==> src/rtl/cfrp_pkg.sv <==
// Package with the transaction types and fixed constants of the CSI feedback record parser.
package cfrp_pkg;

    localparam int unsigned HDR_LEN         = 20;
    localparam int unsigned MAX_PUSH        = 3;
    localparam int unsigned OUT_FIFO_DEPTH  = 8;
    localparam int unsigned OUT_FIFO_ACCEPT = 4;
    localparam int unsigned OUT_PTR_W       = $clog2(OUT_FIFO_DEPTH);
    localparam int unsigned OUT_LVL_W       = $clog2(OUT_FIFO_DEPTH + 1);

    localparam int unsigned HDR_NRX  = 8;
    localparam int unsigned HDR_NTX  = 9;
    localparam int unsigned HDR_PROD = 10;

    typedef enum logic [1:0] {
        KIND_CSI     = 2'd0,
        KIND_TIMING  = 2'd1,
        KIND_RADIO   = 2'd2,
        KIND_ANTENNA = 2'd3
    } kind_t;

    typedef struct packed {
        logic [7:0] data_byte;
        logic       end_of_record;
    } in_t;

    typedef struct packed {
        kind_t             kind;
        logic signed [7:0] real_part;
        logic signed [7:0] imag_part;
        logic [1:0]        tx_antenna;
        logic [1:0]        rx_antenna;
        logic [4:0]        subcarrier;
        logic [55:0]       info;
        logic              last_of_run;
        logic              record_done;
    } out_t;

    typedef struct packed {
        logic [1:0]              count;
        out_t [MAX_PUSH-1:0]     item;
    } push_t;

endpackage

==> src/rtl/cfrp_result_fifo.sv <==
// Result queue that takes up to three results per cycle and delivers one per cycle while m_ready is high.
module cfrp_result_fifo
    import cfrp_pkg::*;
(
    input  logic                 aclk,
    input  logic                 aresetn,
    input  push_t                push,
    output logic                 m_valid,
    input  logic                 m_ready,
    output out_t                 m_data,
    output logic [OUT_LVL_W-1:0] level
);

    out_t                 mem_reg [OUT_FIFO_DEPTH];
    logic [OUT_PTR_W-1:0] wr_ptr_reg;
    logic [OUT_PTR_W-1:0] wr_ptr_next;
    logic [OUT_PTR_W-1:0] rd_ptr_reg;
    logic [OUT_LVL_W-1:0] count_reg;
    logic [OUT_LVL_W-1:0] count_next;
    logic                 pop;

    assign m_valid = (count_reg != '0);
    assign m_data  = mem_reg[rd_ptr_reg];
    assign level   = count_reg;
    assign pop     = m_valid && m_ready;

    always_comb begin
        wr_ptr_next = wr_ptr_reg + OUT_PTR_W'(push.count);
        count_next  = count_reg + OUT_LVL_W'(push.count) - OUT_LVL_W'(pop);
    end

    always_ff @(posedge aclk) begin
        for (int i = 0; i < MAX_PUSH; i++) begin
            if (2'(i) < push.count) begin
                mem_reg[wr_ptr_reg + OUT_PTR_W'(i)] <= push.item[i];
            end
        end
    end

    always_ff @(posedge aclk) begin
        if (!aresetn) begin
            wr_ptr_reg <= '0;
            rd_ptr_reg <= '0;
            count_reg  <= '0;
        end else begin
            wr_ptr_reg <= wr_ptr_next;
            count_reg  <= count_next;
            if (pop) begin
                rd_ptr_reg <= rd_ptr_reg + OUT_PTR_W'(1);
            end
        end
    end

endmodule

==> src/rtl/csi_feedback_record_parser_core.sv <==
// Top level of the CSI feedback record parser: header capture, payload unpacking, result queue.
//
// The s_ channel takes one record byte per transaction, with end_of_record set on the
// last byte of a record; the next byte starts a new record. The m_ channel delivers
// result transactions: three header results after header byte 19, then one CSI
// element for each payload byte that completes an element's sixteen bits.
// A byte is registered at acceptance and parsed in the following cycle, and its
// results enter an eight-entry queue that drives the m_ channel directly, so the
// first result of a byte reaches m_data through the input register and then the queue registers.
// s_ready stays high while the queue holds four results or fewer, so a byte is taken
// every cycle as long as the receiver keeps up; the three header results add a backlog
// of two results, which drains while payload bytes continue to flow.
// When the receiver stalls, results accumulate in the queue and s_ready falls
// once more than four are waiting; nothing is dropped.
// A synchronous active-low reset empties the queue and returns the parser to the
// start of a record. Stored header bytes are not cleared.
module csi_feedback_record_parser_core
    import cfrp_pkg::*;
#(
    parameter int unsigned MAX_ANT         = 3,
    parameter int unsigned NUM_SUBCARRIERS = 30
) (
    input  logic aclk,
    input  logic aresetn,
    input  logic s_valid,
    output logic s_ready,
    input  in_t  s_data,
    output logic m_valid,
    input  logic m_ready,
    output out_t m_data
);

    localparam int unsigned ANT_W = (MAX_ANT > 1) ? $clog2(MAX_ANT) : 1;
    localparam int unsigned SC_W  = (NUM_SUBCARRIERS > 1) ? $clog2(NUM_SUBCARRIERS) : 1;
    localparam logic [SC_W:0] SC_COUNT = (SC_W+1)'(NUM_SUBCARRIERS);
    localparam logic [7:0]    ANT_MAX  = 8'(MAX_ANT);

    logic                 in_valid_reg;
    in_t                  in_reg;
    logic [7:0]           header_reg [HDR_LEN];
    logic [7:0]           hdr_view   [HDR_LEN];
    logic [15:0]          pos_reg;
    logic [15:0]          pos_next;
    logic [23:0]          win_reg;
    logic [23:0]          win_next;
    logic [15:0]          neb_reg;
    logic [15:0]          neb_next;
    logic [SC_W-1:0]      sub_reg;
    logic [SC_W-1:0]      sub_next;
    logic [ANT_W-1:0]     tx_reg;
    logic [ANT_W-1:0]     tx_next;
    logic [ANT_W-1:0]     rx_reg;
    logic [ANT_W-1:0]     rx_next;
    logic                 fin_reg;
    logic                 fin_next;
    logic [15:0]          prod_reg;
    logic                 ant_ok_reg;
    logic [OUT_LVL_W-1:0] level;
    push_t                push;

    logic                 in_header;
    logic [15:0]          pay_pos;
    logic [16:0]          end_byte;
    logic                 emit;
    logic [4:0]           off;
    logic [ANT_W:0]       rx_inc;
    logic [ANT_W:0]       tx_inc;
    logic [SC_W:0]        sub_inc;
    logic [31:0]          calc_sum;
    logic [15:0]          len;
    logic                 len_ok;
    out_t                 res;

    assign s_ready = (level <= OUT_LVL_W'(OUT_FIFO_ACCEPT));

    always_ff @(posedge aclk) begin
        if (!aresetn) begin
            in_valid_reg <= 1'b0;
        end else begin
            in_valid_reg <= s_valid && s_ready;
        end
        if (s_valid && s_ready) begin
            in_reg <= s_data;
        end
    end

    always_comb begin
        for (int i = 0; i < HDR_LEN; i++) begin
            hdr_view[i] = header_reg[i];
        end
        if (pos_reg == 16'(HDR_LEN - 1)) begin
            hdr_view[HDR_LEN-1] = in_reg.data_byte;
        end
    end

    always_comb begin
        in_header = (pos_reg < 16'(HDR_LEN));
        pay_pos   = pos_reg - 16'(HDR_LEN);
        win_next  = in_header ? win_reg : {in_reg.data_byte, win_reg[23:8]};
        end_byte  = (17'(neb_reg) + 17'd15) >> 3;
        emit      = !in_header && !fin_reg && ant_ok_reg && (end_byte == 17'(pay_pos));
        off       = (neb_reg[2:0] == 3'd0) ? 5'd8 : {2'b00, neb_reg[2:0]};

        rx_inc  = {1'b0, rx_reg} + (ANT_W+1)'(1);
        tx_inc  = {1'b0, tx_reg} + (ANT_W+1)'(1);
        sub_inc = {1'b0, sub_reg} + (SC_W+1)'(1);

        neb_next = neb_reg;
        sub_next = sub_reg;
        tx_next  = tx_reg;
        rx_next  = rx_reg;
        fin_next = fin_reg;

        res             = '0;
        res.kind        = KIND_CSI;
        res.real_part   = 8'(win_next >> off);
        res.imag_part   = 8'(win_next >> (off + 5'd8));
        res.tx_antenna  = 2'(tx_reg);
        res.rx_antenna  = 2'(rx_reg);
        res.subcarrier  = 5'(sub_reg);
        res.last_of_run = 1'b1;

        if (emit) begin
            neb_next = neb_reg + 16'd16;
            rx_next  = ANT_W'(rx_inc);
            if (8'(rx_inc) >= hdr_view[HDR_NRX]) begin
                rx_next = '0;
                tx_next = ANT_W'(tx_inc);
                if (8'(tx_inc) >= hdr_view[HDR_NTX]) begin
                    tx_next  = '0;
                    sub_next = SC_W'(sub_inc);
                    neb_next = neb_reg + 16'd19;
                    if (sub_inc >= SC_COUNT) begin
                        fin_next        = 1'b1;
                        res.record_done = 1'b1;
                    end
                end
            end
        end

        calc_sum = 32'(NUM_SUBCARRIERS) * {12'd0, prod_reg, 4'b0011} + 32'd7;
        len      = {hdr_view[17], hdr_view[16]};
        len_ok   = ({16'd0, len} == (calc_sum >> 3));

        push = '0;
        if (in_valid_reg) begin
            if (pos_reg == 16'(HDR_LEN - 1)) begin
                push.count            = 2'd3;
                push.item[0]          = '0;
                push.item[0].kind     = KIND_TIMING;
                push.item[0].info     = {8'd0, hdr_view[5], hdr_view[4], hdr_view[3],
                                         hdr_view[2], hdr_view[1], hdr_view[0]};
                push.item[1]          = '0;
                push.item[1].kind     = KIND_RADIO;
                push.item[1].info     = {hdr_view[19], hdr_view[18], hdr_view[14],
                                         hdr_view[13], hdr_view[12], hdr_view[11],
                                         hdr_view[10]};
                push.item[2]          = '0;
                push.item[2].kind     = KIND_ANTENNA;
                push.item[2].info     = {16'd0, len, len_ok, ant_ok_reg,
                                         hdr_view[15][5:4], hdr_view[15][3:2],
                                         hdr_view[15][1:0], hdr_view[HDR_NTX],
                                         hdr_view[HDR_NRX]};
                push.item[2].last_of_run = 1'b1;
            end else if (emit) begin
                push.count   = 2'd1;
                push.item[0] = res;
            end
        end

        if (in_reg.end_of_record) begin
            pos_next = '0;
        end else if (pos_reg != 16'hFFFF) begin
            pos_next = pos_reg + 16'd1;
        end else begin
            pos_next = pos_reg;
        end
    end

    always_ff @(posedge aclk) begin
        if (in_valid_reg) begin
            if (in_header) begin
                header_reg[5'(pos_reg)] <= in_reg.data_byte;
            end
            if (pos_reg == 16'(HDR_PROD)) begin
                prod_reg   <= 16'(header_reg[HDR_NRX]) * 16'(header_reg[HDR_NTX]);
                ant_ok_reg <= (header_reg[HDR_NRX] >= 8'd1) &&
                              (header_reg[HDR_NRX] <= ANT_MAX) &&
                              (header_reg[HDR_NTX] >= 8'd1) &&
                              (header_reg[HDR_NTX] <= ANT_MAX);
            end
        end
    end

    always_ff @(posedge aclk) begin
        if (!aresetn) begin
            pos_reg <= '0;
            win_reg <= '0;
            neb_reg <= 16'd3;
            sub_reg <= '0;
            tx_reg  <= '0;
            rx_reg  <= '0;
            fin_reg <= 1'b0;
        end else if (in_valid_reg) begin
            pos_reg <= pos_next;
            if (in_reg.end_of_record) begin
                win_reg <= '0;
                neb_reg <= 16'd3;
                sub_reg <= '0;
                tx_reg  <= '0;
                rx_reg  <= '0;
                fin_reg <= 1'b0;
            end else begin
                win_reg <= win_next;
                neb_reg <= neb_next;
                sub_reg <= sub_next;
                tx_reg  <= tx_next;
                rx_reg  <= rx_next;
                fin_reg <= fin_next;
            end
        end
    end

    cfrp_result_fifo u_result_fifo (
        .aclk    (aclk),
        .aresetn (aresetn),
        .push    (push),
        .m_valid (m_valid),
        .m_ready (m_ready),
        .m_data  (m_data),
        .level   (level)
    );

endmodule
==> config.mk <==
export PLATFORM = sky130hd
export DESIGN_NAME = csi_feedback_record_parser_core
export DESIGN_NICKNAME = d
export VERILOG_FILES = /design/src/rtl/cfrp_pkg.sv /design/src/rtl/cfrp_result_fifo.sv /design/src/rtl/csi_feedback_record_parser_core.sv
export SDC_FILE = /design/constraint.sdc
export NUM_CORES = 2
export LEC_CHECK = 0
export BUFFER_PORTS_ARGS = -buffer_cell sky130_fd_sc_hd__buf_4
export CAP_MARGIN = 30
export CORE_ASPECT_RATIO = 0.8
export CORE_MARGIN = 5
export CORE_UTILIZATION = 50
export CTS_BUF_LIST = sky130_fd_sc_hd__clkbuf_4 sky130_fd_sc_hd__clkbuf_8
export DETAILED_ROUTE_END_ITERATION = 7
export PLACE_DENSITY_LB_ADDON = 0.25
export SYNTH_ARGS = -nofsm -noshare
export SYNTH_HDL_FRONTEND = slang
export SYNTH_SLANG_ARGS = --single-unit
==> constraint.sdc <==
create_clock -name aclk -period 8.9 [get_ports aclk]
set_input_delay 0.445 -clock aclk [delete_from_list [all_inputs] [get_ports aclk]]
set_output_delay 0.445 -clock aclk [all_outputs]
set_load 0.05 [all_outputs]
==> out/results.txt <==
Mapped Cells: 4429
main area contributors after synthesis: edfxtp_1 32%, dfxtp_1 18%, mux4_2 8.7%
number of flops mapped to enable cells by yosys: 504
P&R area growth vs syn: 10.57%
reg-to-reg slack, setup: 2.70 ns
first-pass GRT wire length: 230300 um
core area: 0.09346 sq mm
layout cell share with drive strength beyond 1: 0.1736
Reg-to-Reg End: u_result_fifo.mem_reg[1][17]
slowest stage delay, CP: 0.79 ns
Worst-path clk slew: 0.06 ns
# setup viols final: 0
CP Capture Type: flip-flop
number of setup buffers added after CTS: 0
Post-Synth Adder-Cell Area: 0.05250
grt ovf: 0
FF-to-FF path depth: 13
Critical Path Start: pos_reg[8]
Fmax: 0.1614 GHz
Clock Sinks: 920
mapped cell area: 0.04728 sq mm
Setup crit end: u_result_fifo.mem_reg[1][17]
clk_lat worst skew: 0.85 ns
WL/cell: 27.09 um
syn_nets: 4600
die width: 353.8 um
PwrDens: 182.3 mW/mm^2
CTS tree: yes
xor/xnor share of the synthesized area: 0.02096
CTS buffer count: 151
hold bufs inserted after CTS: 12
final-report hold violation count: 0
largest net degree at the start of global routing: 118
GRT Total Usage: 0.2989
Post-synth top flop: edfxtp_1
Die Height: 285.0 um
RSZ-0062 raised after global routing: no
drt total wl: 155200 um
cells along the critical path: or4_4, or2_1, or3_4, nor2_4, and2_2, inv_2, nor2_1, nand2_1, nand2_1, buf_4, nor2_1, inv_2, buf_4
post-synthesis sequential area ratio: 0.4962
Crit-path slowest cell: and2_2
PortBufs: 99
Worst-Margin Slew: 1.054 ns
DRT iter0 DRCs: 5285
post-synthesis mux area share: 0.1182
Clock Tree Root: clkbuf_8
WP data arrival: 6.62 ns
Detailed Routing Iterations Pass 1: 6
I/O Pins: 100
depth of the CTS H-tree: 4
Synth Register Bits: 920
main combinational cell family by area after synthesis: compound AO/OA/AOI/OAI gates
buffer depth of the longest clock path: 3
gp weighted congestion: 0.8666
routed via count: 37670
status: finished, final reports clean
Yosys warning count: 0
Final ANT Viol Nets: 0
min-delay worst type: primary input to flip-flop
Resized Gates After CTS: 0
Residual DRC: 0
max_slew headroom: 0.2945
vias in the first global route: 36200
post-layout net count: 4556
Synth area leader: edfxtp_1
initial antenna violation count: 6
post-DR vias/cell: 6.575
Final Skew: 0.04366 ns
final worst path period share: 0.6963
Async SR Flop Fraction: 0
syn avg cell area: 10.68 sq um
Place WS: 3.025 ns
Required @ worst endpoint: 9.33 ns
Leakage: 18.12 nW
worst reg2reg startpoint: pos_reg[8]
crit path kind: flip-flop to flip-flop
TNS Setup: 0 ns
Final Slew Violations: 0
maximum vdd drop: 0.0001678 V
Die ar.: 0.1009 sq mm
Max Fanout on Critical Path: 43
crit path time final: 6.197 ns
Unique masters post-synth: 81
DP HPWL: 92230 um
Synth Area in Compound Gates: 0.1526
CP startpoint kind: flip-flop
area share of the largest cell type after synthesis: 0.3201
initial core utilization: 0.5059
max reg flops: 680
# rows: 100
setup ws final: 2.703 ns
Hold Slack: 0.3280 ns
Post-Synth Simple-Gate Area: 0.1191
# Max-Cap Violations: 0
==> per-layer routing <==
layer | share of wire | vias to the layer above | global-route usage
li1 | - | 16220 | -
met1 | 0.40 | 18270 | 0.4223
met2 | 0.42 | 2776 | 0.4358
met3 | 0.14 | 403 | 0.09553
met4 | 0.033 | 4 | 0.1039
met5 | 0.00017 | - | 0
==> layout make-up <==
cell class / count / area [sq um]
Inverter: 95 / 356.6
Tap cell: 1224 / 1531
Timing Repair Buffer: 200 / 1667
Clock inverter: 56 / 488.0
Fill cell: 7853 / 41180
Sequential cell: 920 / 23470
Antenna cell: 1 / 2.502
Clock buffer: 216 / 2635
Multi-Input combinational cell: 3017 / 22130
==> worst max-delay path: cells and delay by family (launching register included) <==
family | cells | cell delay, ns
buffers and inverters | 4 | 1.74
and+or+nand+nor | 9 | 3.57
DFF | 1 | 0.39
==> where the power goes <==
group | internal (W) | leakage, nW | switching, W | total (W)
sequential | 0.00451 | 8.19 | 0.0000747 | 0.00459
combinational | 0.000457 | 8.28 | 0.000598 | 0.00106
clock | 0.00208 | 1.66 | 0.00181 | 0.00389
total | 0.00705 | 18.1 | 0.00248 | 0.00953
==> through the flow <==
stage	util	cell area [sq um]	instances	power (W)
finish	0.5594	52280	5729	0.009533
CTS	0.5587	52220	5724	0.009525
global route	0.5594	52280	5729	0.009803
floorplan	-	47280	4429	0.005378
global placement	0.5225	48830	5433	0.005694
detailed placement	0.5240	48980	5440	0.005711
==> logic make-up (layout without fill, tap and decap cells) <==
family	Yosys count	in the layout
AO/OA/AOI/OAI	1175	1175
XOR/XNOR	110	110
adder cells (fa/ha/maj)	159	159
buffers and inverters	492	567
flip-flops	920	920
multiplexers	318	318
other	0	1
AND/OR/NAND/NOR	1255	1255
==> cell usage after synthesis, drive strengths merged (12+ instances only) <==
library cell,n
buf,120
clkbuf,277
o221ai,17
inv,94
a22oi,330
nor2,322
nand2b,14
nor3,71
xor2,30
mux4,183
a211oi,19
and2,54
xnor2,78
dfxtp,416
mux2,94
a31oi,41
edfxtp,504
o21ai,432
fa,66
nand3,114
nand2,526
nor2b,44
nand4,19
a22o,30
ha,92
or3,21
and3,24
mux2i,41
nor4,12
a21oi,249
==> cells in the final DEF, fill, tap and decap left out, drive strengths merged, types with 114 or more instances in the layout <==
cell type | netlist | final
nand2 | 526 | 526
buf | 120 | 188
o21ai | 432 | 432
nand3 | 114 | 114
dfxtp | 416 | 416
clkbuf | 277 | 216
a21oi | 249 | 249
edfxtp | 504 | 504
nor2 | 322 | 322
a22oi | 330 | 330
mux4 | 183 | 183
==> worst min path at each step <==
stage	startpoint	end	slack, ns	cells past startpoint
detailed placement	u_result_fifo.mem_reg[7][71]	u_result_fifo.mem_reg[7][71]	0.44	2
global route	s_data[4]	in_reg[4]	0.30	2
floorplan	u_result_fifo.mem_reg[6][82]	u_result_fifo.mem_reg[6][82]	0.42	2
CTS	s_data[0]	in_reg[0]	0.27	2
global placement	u_result_fifo.mem_reg[7][76]	u_result_fifo.mem_reg[7][76]	0.43	2
finish	s_data[2]	in_reg[2]	0.33	2
Power figures use the tool's default switching activity.
